[config.mk]
export PLATFORM = sky130hd
export DESIGN_NAME = bspv_validate
export DESIGN_NICKNAME = d
export VERILOG_FILES = /design/src/hdl/bspv_pkg.sv /design/src/hdl/bspv_validate.sv
export SDC_FILE = /design/constraint.sdc
export NUM_CORES = 1
export LEC_CHECK = 0
export BUFFER_PORTS_ARGS = -buffer_cell sky130_fd_sc_hd__buf_4
export CAP_MARGIN = 20
export CORE_ASPECT_RATIO = 1.1
export CORE_UTILIZATION = 45
export DETAILED_ROUTE_END_ITERATION = 8
export PLACE_DENSITY = 0.81
export RECOVER_POWER = 50
export SLEW_MARGIN = 20
export SYNTH_ARGS = -nofsm -noshare
export SYNTH_HDL_FRONTEND = slang
export SYNTH_SLANG_ARGS = --single-unit
[constraint.sdc]
create_clock -name vclk -period 7.4
set_input_delay 1.85 -clock vclk [all_inputs]
set_output_delay 1.85 -clock vclk [all_outputs]
set_load 0.005 [all_outputs]
[src/hdl/bspv_pkg.sv]
package bspv_pkg;

   localparam int DataWidth = 32;
   localparam int CapWidth  = 9;
   localparam int ModeWidth = 2;
   localparam int IdxWidth  = 3;

   typedef enum logic [ModeWidth-1:0] {
      MODE_NONE  = 2'd0,
      MODE_RANGE = 2'd1,
      MODE_MONO  = 2'd2
   } mode_type;

   typedef enum logic [IdxWidth-1:0] {
      REG_VALIDATE_MODE = 3'd0,
      REG_RANGE_MIN     = 3'd1,
      REG_RANGE_MAX     = 3'd2,
      REG_CAPACITY      = 3'd3,
      REG_FLOOR_START   = 3'd4
   } reg_index_type;

   // push/pop shift control broadcast along the cell row
   typedef struct packed {
      logic push;
      logic pop;
   } shift_type;

   // validator settings and tracked floor
   typedef struct packed {
      logic [ModeWidth-1:0]        mode;
      logic signed [DataWidth-1:0] range_min;
      logic signed [DataWidth-1:0] range_max;
      logic signed [DataWidth-1:0] last_accepted;
   } check_type;

endpackage

[src/hdl/bspv_validate.sv]
module bspv_validate (
   input  bspv_pkg::check_type                   check,
   input  logic signed [bspv_pkg::DataWidth-1:0] value,
   output logic                                  pass
);

   always_comb begin
      case (check.mode)
         bspv_pkg::MODE_RANGE: pass = (value >= check.range_min) &&
                                      (value <= check.range_max);
         bspv_pkg::MODE_MONO:  pass = (value >= check.last_accepted);
         default:              pass = 1'b1;  // includes the unused mode code
      endcase
   end

endmodule

==> key figures <==
Critical path
  • Slowest library cell on the worst path: or4_4
  • Worst EP arrival: roughly 3.7 ns
  • Max FO, Critical Path: 3
  • Worst stage delay on the critical path: roughly 0.52 ns
  • CP Data Required Time: 5.55 ns
  • Top delay family on crit path: compound AO/OA/AOI/OAI gates
  • Setup CP Type: primary input to primary output
  • Worst Setup End Kind: primary output
  • CP Cell Sequence: buf_4 > ha_1 > a21oi_1 > o21a_1 > o2bb2ai_1 > or4_4 > a221oi_2 > a22oi_1 > clkbuf_4
  • CP Launch Type: primary input
  • Critical path buffers and inverters: 2

Timing
  • Final max-slew violation count: 0
  • Tcrit/Tclk final: 74.87%
  • Fin crit period: roughly 5.5 ns
  • Final TNS setup: 0 ns
  • RSZ-0062 raised after global routing: no
  • Worst setup margin: about 1.9 ns
  • Max-slew headroom: 62.27%
  • Fmax: about 180 MHz
  • Worst Tran Pin Value: around 0.56 ns
  • Final hold violation count: 0
  • Count of final setup violators: 0

Final layout
  • Filler instances: around 480
  • Register Area: 0 sq um
  • Nets: between 700 and 800
  • # clk buffers: 0
  • Flip-flop and latch count: 0
  • ANT cells: 0
  • Syn-to-layout area delta: 43.03%
  • Layout cells sized above 1: 27.84%

GRT
  • Initial antenna violation count: 0
  • Vias in the first global route: 2,872
  • Largest net degree at the start of global routing: 6
  • Global-route usage over all layers: a little under a quarter
  • First-pass GRT wire length: between 10,000 and 15,000 um
  • GRT overflow: 0

Pwr
  • LEAKAGE: 0.002172 uW
  • Power share of the sequential group: 0%
  • Switch Pwr: 84.14 uW
  • Switching Fraction: 45.59%
  • Max rail drop VDD: just over 0.03 mV
  • Clk pwr share: 0%
  • PwrDens: between 50 and 60 nW/um^2
  • Comb pwr share: 100.0%
  • Int Pwr: ~100 uW

Place
  • Port Buf Inserts: ~130
  • Final HPWL DP: around 6200 um
  • Pre-CTS setup slack: around 1.9 ns
  • Placer congestion estimate: 0.8260

Clocking
  • Post-CTS setup buffer count: 0
  • Hold Buf Count CTS: 0
  • Post-CTS Resized: 0

Floorplan
  • DIE AREA: approximately 5900 sq um
  • Core area: 5360 sq um
  • # rows: 28
  • Die height: about 80 um
  • Die Wd: 73.12 um
  • Initial Util: a little under half
  • Ports: around 130

Hold path
  • Hold Crit Class: primary input to primary output

Logic synthesis
  • Warnings from Yosys: 0
  • Synth unique cells: 34
  • Synthesized area: about 2500 sq um
  • Syn Nets: a little under 600
  • Synth Area per Inst: between 7 and 8 sq um
  • Cell count after synthesis: 354
  • Sequential element share of the synthesized area: 0%

Run
  • MaxCap Viol Count: 0

Detailed routing
  • Total Routed Length: ~6600 um
  • ANT nets after route: 0
  • Initial DRC count: between 50 and 60
  • Vias/cell: around 5.1
  • DR WL/cell: roughly 12 um
  • # DRC: 0
  • Pre-Repair DR Iteration Count: 4
  • Vias: 2,876

Status
  • Outcome: finished clean
[cells in the final DEF, fill, tap and decap left out, drive strengths merged, types with 3 or more instances in the layout]
master	netlist	final
o21ai	11	11
nor2	7	7
nand4	19	19
nand3	7	7
nor2b	3	3
o2bb2ai	3	3
buf	0	130
nor4	5	5
nor3	4	4
nand2b	3	3
o211ai	3	3
a21oi	41	41
o21a	4	4
a21o	3	3
o31ai	3	3
inv	98	98
nand2	23	23
ha	98	98
[final cells by class]
cell class                      count  area, sq um  area share, %
Multi-Input combinational cell    256         2136          59.64
Timing Repair Buffer              131        983.4          27.46
Inverter                           98        367.9          10.27
Tap cell                           75        93.84          2.621
[cell usage after synthesis (2+ instances only)]
cell,instances,area [sq um]
nor2_1,7,26.28
o21a_1,4,30.03
o21ai_0,10,50.05
a31oi_1,2,12.51
a21oi_1,39,195.2
nand4_1,19,118.9
a2111oi_0,2,17.52
a22oi_1,2,15.01
nand2_1,23,86.33
o2bb2ai_1,3,26.28
and3_1,2,12.51
nand2b_1,3,18.77
o211ai_1,3,22.52
nand3_1,7,35.03
nor3_1,4,20.02
a21oi_2,2,17.52
nor2b_1,3,18.77
nor4_1,5,31.28
inv_1,98,367.9
o31ai_1,3,22.52
ha_1,98,1226
a21o_1,3,22.52
[worst paths after layout]
check,from,endpoint,slack [ns],depth (start not counted)
setup / recovery,value[11],pass,1.86,9
hold / removal,value[31],pass,4.37,5
[power by group through the flow]
stage | Combinational, uW | Sequential [uW] | Clock (uW)
6_report | 185 | 0 | 0
3_3_place_gp | 179 | 0 | 0
4_1_cts | 186 | 0 | 0
2_1_floorplan | 97.6 | 0 | 0
5_1_grt | 211 | 0 | 0
3_5_place_dp | 184 | 0 | 0
[routing by layer]
layer | share of wire, % | track usage [%] | vias to the layer above
met5 | 0 | 0 | -
met4 | 0.86 | 2.353 | 0
met3 | 6.7 | 2.133 | 4
met2 | 53 | 47.96 | 95
met1 | 39 | 23.70 | 1270
li1 | - | - | 1507
[through the flow]
stage,total power [uW],hold slack (ns),instances,utilization [%],cell area (sq um)
6_report,184.5,4.369,560,66.81,3581
4_1_cts,185.8,4.373,560,66.81,3581
2_1_floorplan,97.63,4.068,354,-,2504
5_1_grt,211.0,4.458,560,66.81,3581
3_5_place_dp,184.5,4.372,560,66.81,3581
3_3_place_gp,178.7,4.352,560,66.81,3581
[worst min-delay path: cells and delay by family]
family,cells,cell delay (ns)
compound gates,2,0.21
buf+inv,2,0.26
fa+ha+maj,1,0.19
[cells by family after synthesis]
kind of cell | after synthesis | synth area share (%)
adders and majority gates | 98 | 48.98
and+or+nand+nor | 77 | 16.14
AOI/OAI and AO/OA | 81 | 20.19
buffers and inverters | 98 | 14.69
Note: power is estimated with default switching activity, not from simulation.
