### config.mk
export PLATFORM = sky130hd
export DESIGN_NAME = bspv_cell
export DESIGN_NICKNAME = d
export VERILOG_FILES = /design/src/hdl/bspv_pkg.sv /design/src/hdl/bspv_cell.sv
export SDC_FILE = /design/constraint.sdc
export NUM_CORES = 1
export LEC_CHECK = 0
export ABC_AREA = 0
export BUFFER_PORTS_ARGS = -buffer_cell sky130_fd_sc_hd__buf_2
export CAP_MARGIN = 20
export CORE_MARGIN = 2
export CORE_UTILIZATION = 30
export DETAILED_ROUTE_END_ITERATION = 8
export HOLD_SLACK_MARGIN = 0.15
export PLACE_DENSITY = 0.65
export SLEW_MARGIN = 0
export SYNTH_ARGS = -nofsm -noshare
export SYNTH_HDL_FRONTEND = slang
export SYNTH_SLANG_ARGS = --single-unit
### constraint.sdc
create_clock -name clock -period 2.1 [get_ports clock]
set_input_delay 0.315 -clock clock [delete_from_list [all_inputs] [get_ports clock]]
set_output_delay 0.315 -clock clock [all_outputs]
set_load 0.01 [all_outputs]
### src/hdl/bspv_pkg.sv
package bspv_pkg;

   localparam int DataWidth = 32;
   localparam int CapWidth  = 9;
   localparam int ModeWidth = 2;
   localparam int IdxWidth  = 3;

   typedef enum logic [ModeWidth-1:0] {
      MODE_NONE  = 2'd0,
      MODE_RANGE = 2'd1,
      MODE_MONO  = 2'd2
   } mode_type;

   typedef enum logic [IdxWidth-1:0] {
      REG_VALIDATE_MODE = 3'd0,
      REG_RANGE_MIN     = 3'd1,
      REG_RANGE_MAX     = 3'd2,
      REG_CAPACITY      = 3'd3,
      REG_FLOOR_START   = 3'd4
   } reg_index_type;

   // push/pop shift control broadcast along the cell row
   typedef struct packed {
      logic push;
      logic pop;
   } shift_type;

   // validator settings and tracked floor
   typedef struct packed {
      logic [ModeWidth-1:0]        mode;
      logic signed [DataWidth-1:0] range_min;
      logic signed [DataWidth-1:0] range_max;
      logic signed [DataWidth-1:0] last_accepted;
   } check_type;

endpackage

### src/hdl/bspv_cell.sv
module bspv_cell (
   input  logic                                  clock,
   input  bspv_pkg::shift_type                   shift,
   input  logic signed [bspv_pkg::DataWidth-1:0] above_in,
   input  logic signed [bspv_pkg::DataWidth-1:0] below_in,
   output logic signed [bspv_pkg::DataWidth-1:0] value
);

   logic signed [bspv_pkg::DataWidth-1:0] value_ff;
   logic signed [bspv_pkg::DataWidth-1:0] value_in;

   always_comb begin
      value_in = value_ff;
      if (shift.push) begin
         value_in = above_in;
      end else if (shift.pop) begin
         value_in = below_in;
      end
   end

   always_ff @(posedge clock) begin
      value_ff <= value_in;
   end

   assign value = value_ff;

endmodule

==> flow_summary.ini, run 1 <==
[status]
status = completed

[finish]
largest_register_ffs = 32
antenna_cells = 0
layout_common_cells = 98 x buf_2, 32 x edfxtp_1, 29 x mux2_4
syn_to_final_growth_pct = 41.8
layout_commonest_cell = buf_2
layout.nets = 242
layout-drive-gt1-share_pct = 80.6

[floorplanning]
coreArea_sq_um = 4790
dieArea_sq_um = 5610
die_h_microns = 74.9
chipWidth_microns = 74.9
ios = 99
start_util_pct = 31.5
row_count = 25

[route]
drcViolationCount = 0
drt-pass1-iter-count = 4
wl_met2_microns = 1600
vias_per_cell = 4.08
final_antenna_net_count = 0
dr.first_iter.drc_count = 34
dr_wl_met3_microns = 342
dr_total_vias = 987
wl_microns = 3080
wl_met1_microns = 1090
maxUsedRoutingLayer = met4
avgRoutedWirePerCell_microns = 12.7

[grt]
grt-ovfl-total = 0
first_global_vias = 1015
grt_max_degree = 32
grt_pass1_wl_microns = 4400
antenna_found_initial = 0
grt_usage_pct = 11.1

[logic_synthesis]
synthesis.nets = 136
synth_mux_area_share_pct = 31.1
synth_compound_area_share_pct = 0
ys_ff_latch = 32
syn_avg_cell_area_sq_um = 21.9
ys_warn_count = 0
synth_simple_gate_area_share_pct = 0.415
synth_xor_area_share_pct = 0
syn_inst = 69
netlist_area_sq_um = 1510
synth_top_family_by_area = multiplexers
synth_fa_ha_area_share_pct = 0
ys_types = 6
yosysSeqAreaShare_pct = 63.7

[sta]
final.setup.worst_slack_ns = 0.864
slew_headroom_pct = 73.3
rsz0062_at_grt = no
drv_slew = 0
finalSetupTns_ns = 0
finalSetupViolCount = 0
hold_viol_final = 0
worst_slew_pin_slew_ns = 0.401
layout_min_cycle_time_ns = 1.24
clock.fmax_ghz = 0.809
period_share_pct = 58.9

[hold_path]
hp-class = input port to flop

[clock_network]
clock-sinks = 32
cts_tree = done
root_buffer = clkbuf_8
clkTransAtPathRegs_ns = 0.06
numCtsBuffers = 5
clock_path_buffers = 2
cts_resized = 0
cts_setup_buffers = 0
h-tree-depth = 2
cts_hold_buf = 0

[place]
post-place-ws_ns = 0.558
portBuffers = 98
gp_congestion = 0.657

[critical_path]
critPathLaunchType = input port
worstPathRequired_ns = 2.12
cp-end-kind = flop
critPathKind = input port to flop
crit_fanout = 15
cp.arrival_ns = 1.26

[power_and_ir_drop]
leakagePower_uw = 0.00103
power.density_nw_per_um2 = 709
ir_drop_v = 0.000301

[run]
cap_violations = 0
## per-layer routing
metal	track usage, %	vias up
met1	11.0	446
li1	-	478
met3	6.29	6
met4	5.36	0
met2	18.8	57
met5	0	-
## final timing paths
path,from,endpoint,slack [ns],cells after the start
setup / recovery,shift[1],value[14],0.86,3
hold / removal,above_in[8],value[8],0.34,2
## per-stage QoR
| step | total power [uW] | util, % | instance area [sq um] | cells | hold WS [ns] |
|---|---|---|---|---|---|
| after floorplan | 969 | - | 1510 | 69 | 0.532 |
| after global placement | 1100 | 43.1 | 2060 | 235 | 0.615 |
| after detailed placement | 1100 | 43.1 | 2060 | 235 | 0.619 |
| after CTS | 1540 | 44.7 | 2140 | 242 | 0.324 |
| after global routing | 1590 | 44.7 | 2140 | 242 | 0.324 |
| final | 1520 | 44.7 | 2140 | 242 | 0.335 |
## power by group
group | switching (uW) | internal (uW) | leakage, uW
sequential | 15.8 | 784 | 0.000326
combinational | 120 | 165 | 0.000667
clock | 207 | 225 | 0.0000410
## synth_stat cells
cell type  instances  share of area [%]
buf_12             3                4.0
mux2_2             3                2.2
buf_6              1               0.75
mux2_4            29                 29
edfxtp_1          32                 64
or2_1              1               0.42
## worst max-delay path: stages
cell    delay [ns]
buf_2         0.34
buf_4         0.28
mux2_4        0.32
## layout make-up
type,instances,area (sq um)
clock buffers,6,72.6
clock inverters,1,5.00
fillers,451,2650
multi-input cells,33,475
flip-flops and latches,32,961
well taps,67,83.8
repair buffers,103,541
## cells by family (layout without fill, tap and decap cells)
group | count (synthesis) | after routing
buffers and inverters | 4 | 110
and+or+nand+nor | 1 | 1
DFF | 32 | 32
muxes | 32 | 32
Power figures use the tool's default switching activity.
==> inputs of run 2 (changes only) <==
--- a/config.mk
+++ b/config.mk
@@ -5,14 +5,14 @@
 export SDC_FILE = /design/constraint.sdc
 export NUM_CORES = 1
 export LEC_CHECK = 0
-export ABC_AREA = 0
+export ABC_AREA = 1
 export BUFFER_PORTS_ARGS = -buffer_cell sky130_fd_sc_hd__buf_2
 export CAP_MARGIN = 20
 export CORE_MARGIN = 2
 export CORE_UTILIZATION = 30
 export DETAILED_ROUTE_END_ITERATION = 8
 export HOLD_SLACK_MARGIN = 0.15
-export PLACE_DENSITY = 0.65
+export PLACE_DENSITY = 0.67
 export SLEW_MARGIN = 0
 export SYNTH_ARGS = -nofsm -noshare
 export SYNTH_HDL_FRONTEND = slang
==> constraint.sdc (replaced) <==
create_clock -name clock -period 1.2 [get_ports clock]
set_input_delay 0.18 -clock clock [delete_from_list [all_inputs] [get_ports clock]]
set_output_delay 0.18 -clock clock [all_outputs]
set_load 0.01 [all_outputs]
==> flow_summary.ini, run 2 <==
[critical_path]
cpMaxStageDelayCell = edfxtp_1
worstPathRequired_ns = 1.02
critical-path-top-delay-family = flip-flops
cp-end-kind = output port
critPathMaxStageDelay_ns = 0.38
crit_fanout = 1
cp.arrival_ns = 0.80
cp_cell_sequence = buf_2
critPathLaunchType = flop
critPathKind = flop to output port
crit_buf_inv = 1

[logic_synthesis]
yosys.area.top_type = edfxtp_1
synth-edff-count = 32
yosysSeqAreaShare_pct = 68.6
ys_ff_latch = 32
syn_avg_cell_area_sq_um = 10.2
ys_warn_count = 0
yosysMostFrequentCell = nand2_1
ys_types = 6
synthArstFlopShare_pct = 0
syn_inst = 137
synth.top_cell.area_share_pct = 68.6
yosys-top-cells-count = 96 x nand2_1, 32 x edfxtp_1, 4 x buf_6
synthTopCellsByArea = edfxtp_1 69%, nand2_1 26%, buf_6 3.2%, buf_4 1.6%, inv_4 0.45%
ys.flop_type = edfxtp_1
netlist_area_sq_um = 1400
synthesis.nets = 204

[sta]
finalSetupTns_ns = 0
drv_slew = 0
hold_ws_ns = 0.166
clock.fmax_ghz = 1.02
layout_min_cycle_time_ns = 0.980
rsz0062_at_grt = no
finalSetupViolCount = 0
worst_slew_pin_slew_ns = 0.300
slew_headroom_pct = 80.0
final.setup.worst_slack_ns = 0.220
period_share_pct = 81.7
hold_viol_final = 0

[place]
portBuffers = 98
hpwl_microns = 2390
dpl_cell_area_sq_um = 1920
gp_congestion = 0.706
post-place-ws_ns = 0.0777

[clock_network]
h-tree-depth = 2
root_buffer = clkbuf_8
clkTransAtPathRegs_ns = 0.06
clock_path_buffers = 2
cts_tree = done
cts_hold_buf = 0
cts_setup_buffers = 0
clock-sinks = 32
numCtsBuffers = 5
cts_resized = 0

[grt]
first_global_vias = 1193
grt_max_degree = 33
antenna_found_initial = 0
grt_usage_pct = 12.5
grt_pass1_wl_microns = 4950
grt-ovfl-total = 0

[finish]
final_area_sq_um = 2010
layout-drive-gt1-share_pct = 46.0
layout_commonest_cell = buf_2
layout_common_cells = 98 x buf_2, 96 x nand2_1, 32 x edfxtp_1
fillCellCount = 444
antenna_cells = 0
largest_register_ffs = 32
layout.nets = 305
syn_to_final_growth_pct = 43.2

[power_and_ir_drop]
switching_power_uw = 628
p_int_uw = 1970
ir_drop_v = 0.000608
p_comb_share_pct = 16.8
power_frac_seq_pct = 53.9
leakagePower_uw = 0.00107
power.density_nw_per_um2 = 1290
clockPowerShare_pct = 29.3
p_sw_share_pct = 24.2

[route]
vias_per_cell = 4.16
final_antenna_net_count = 0
drt-pass1-iter-count = 4
avgRoutedWirePerCell_microns = 10.8
dr.first_iter.drc_count = 59
drcViolationCount = 0
wl_microns = 3140
dr_total_vias = 1210

[floorplanning]
coreArea_sq_um = 4410
start_util_pct = 31.7
ios = 99
chipWidth_microns = 72.3
dieArea_sq_um = 5230
die_h_microns = 72.3
row_count = 24

[status]
status = completed

[run]
cap_violations = 0

[hold_path]
hp-class = input port to flop
[run 2: cell count changes in the layout (fill, tap and decap cells not counted), moves of 2 or more]
cell / before / now
mux2_2: 3 / 0
mux2_4: 29 / 0
nand2_1: 0 / 96
buf_4: 4 / 2
[run 2: cells by family (layout without fill, tap and decap cells)]
family,after synthesis,in the layout,synth area share [%]
buffers and inverters,8,110,5.27
flip-flops,32,32,68.6
AND/OR/NAND/NOR,97,97,26.2
[run 2: area by class of cell]
type / count / area, sq um / share of cell area (%)
flip-flops and latches: 32 / 961 / 47.9
repair buffers: 101 / 526 / 26.2
multi-input cells: 97 / 367 / 18.3
clock buffers: 5 / 68.8 / 3.43
well taps: 52 / 65.1 / 3.24
clock inverters: 3 / 13.8 / 0.686
inverters: 1 / 6.26 / 0.312
[run 2: path summary, 6_finish.rpt]
kind,from,to,slack [ns],cells after the start
hold / removal,below_in[17],value[17],0.17,3
setup / recovery,value[8],value[8],0.22,1
[run 2: power by group through the flow]
stage               logic [uW]  registers [uW]  clock network [uW]
finish                     436            1400                 760
CTS                        445            1400                 796
global placement           438            1420                   0
detailed placement         444            1420                   0
global route               490            1410                 843
floorplan                  133            1500                   0
[run 2: metal layers]
| metal | up-vias | GRT usage [%] | share of wire (%) |
|---|---|---|---|
| li1 | 637 | - | - |
| met1 | 519 | 12.2 | 37 |
| met2 | 52 | 23.3 | 53 |
| met3 | 2 | 4.58 | 9.4 |
| met4 | 0 | 5.66 | 1.1 |
| met5 | - | 0 | 0 |
[run 2: per-stage QoR]
step | util [%] | total power (uW) | instances
after CTS | 45.5 | 2640 | 291
after floorplan | - | 1630 | 137
final | 45.5 | 2590 | 291
after global placement | 43.6 | 1860 | 283
after global routing | 45.5 | 2740 | 291
after detailed placement | 43.6 | 1870 | 283
==> inputs of run 3 (changes only) <==
==> constraint.sdc (replaced) <==
create_clock -name clock -period 0.95 [get_ports clock]
set_input_delay 0.1425 -clock clock [delete_from_list [all_inputs] [get_ports clock]]
set_output_delay 0.1425 -clock clock [all_outputs]
set_load 0.01 [all_outputs]
==> flow_summary.ini, run 3 (same netlist as run 2, synthesis figures left out) <==
[finish]
final_area_sq_um = 2660
layout.nets = 369
instances_no_fill = 354
largest_register_ffs = 32
antenna_cells = 0
syn_to_final_growth_pct = 89.5
layout-drive-gt1-share_pct = 36.4
layout_commonest_cell = buf_2
layout_common_cells = 98 x buf_2, 96 x nand2_1, 63 x dlygate4sd3_1

[critical_path]
crit_fanout = 1
worstPathRequired_ns = 0.81
critical-path-top-delay-family = flip-flops
cp-end-kind = output port
critPathLaunchType = flop
cp.arrival_ns = 0.80
cpMaxStageDelayCell = edfxtp_1
critPathKind = flop to output port
crit_buf_inv = 1
critPathMaxStageDelay_ns = 0.37
cp_cell_sequence = buf_2

[clock_network]
clock-sinks = 32
clkTransAtPathRegs_ns = 0.07
cts_tree = done
cts_resized = 0
clock_path_buffers = 2
root_buffer = clkbuf_8
h-tree-depth = 2
numCtsBuffers = 5

[grt]
grt-ovfl-total = 0
grt_max_degree = 33
first_global_vias = 1556
antenna_found_initial = 0
grt_busiest_layer = met2
met3_usage_pct = 4.86
use_met1_pct = 16.3
grt_usage_pct = 17.5
grt_pass1_wl_microns = 6840
grtUsageMet2_pct = 35.6

[sta]
rsz0062_at_grt = yes
layout_min_cycle_time_ns = 0.942
drv_slew = 0
slew_headroom_pct = 70.4
hold_ws_ns = 0.164
finalSetupTns_ns = 0
clock.fmax_ghz = 1.06
finalSetupViolCount = 0
hold_viol_final = 0
worst_slew_pin_slew_ns = 0.444
period_share_pct = 99.2

[floorplanning]
ios = 99
start_util_pct = 31.7
row_count = 24
dieArea_sq_um = 5230
chipWidth_microns = 72.3
coreArea_sq_um = 4410
die_h_microns = 72.3

[route]
avgRoutedWirePerCell_microns = 12.3
drt-pass1-iter-count = 5
wl_microns = 4370
dr_total_vias = 1530
dr.first_iter.drc_count = 97
vias_per_cell = 4.32
drcViolationCount = 0
final_antenna_net_count = 0

[place]
portBuffers = 98
dpl_cell_area_sq_um = 1950
gp_congestion = 0.697
dp_cells = 284
hpwl_microns = 2400

[power_and_ir_drop]
power.density_nw_per_um2 = 1320
ir_drop_v = 0.000645
power.total_uw = 3510
leakagePower_uw = 0.00134

[run]
cap_violations = 0

[status]
status = completed

[hold_path]
hp-class = input port to flop
-- run 3: final timing paths --
path / from / endpoint / slack, ns / depth (start not counted)
min: below_in[8] / value[8] / 0.16 / 3
max: value[1] / value[1] / 0.008 / 1
-- run 3: per-layer routing --
layer  part of all wire, %  up-vias
met3                   7.0        5
li1                      -      766
met1                    35      688
met5                     0        -
met2                    57       71
met4                   1.0        0
-- run 3: through the flow --
| step | util [%] | setup WS [ns] |
|---|---|---|
| finish | 60.1 | 0.00774 |
| global route | 60.1 | -0.0277 |
| CTS | 60.1 | -0.00993 |
| detailed placement | 44.1 | -0.0881 |
| global placement | 44.1 | -0.0658 |
| floorplan | - | 0.0386 |
-- run 3: timing repair --
| action | in CTS | in global routing |
|---|---|---|
| endpoints found under the setup margin | 3 | 26 |
| buffers inserted | 0 | 0 |
| hold endpoints to repair | 32 | 0 |
| hold buffers | 63 | 0 |
-- run 3: where the power goes --
part	total [uW]	internal, uW	leakage, uW	switching [uW]
registers	1770	1730	0.000330	33.1
clock network	968	497	0.0000410	470
logic	780	434	0.000970	346
total	3510	2660	0.00134	850
-- run 3: area by class of cell --
cell class | count | area, sq um
repair buffers | 165 | 1180
multi-input cells | 97 | 369
clock inverters | 1 | 5.00
fillers | 374 | 1760
clock buffers | 6 | 72.6
inverters | 1 | 6.26
flip-flops and latches | 32 | 961
well taps | 52 | 65.1
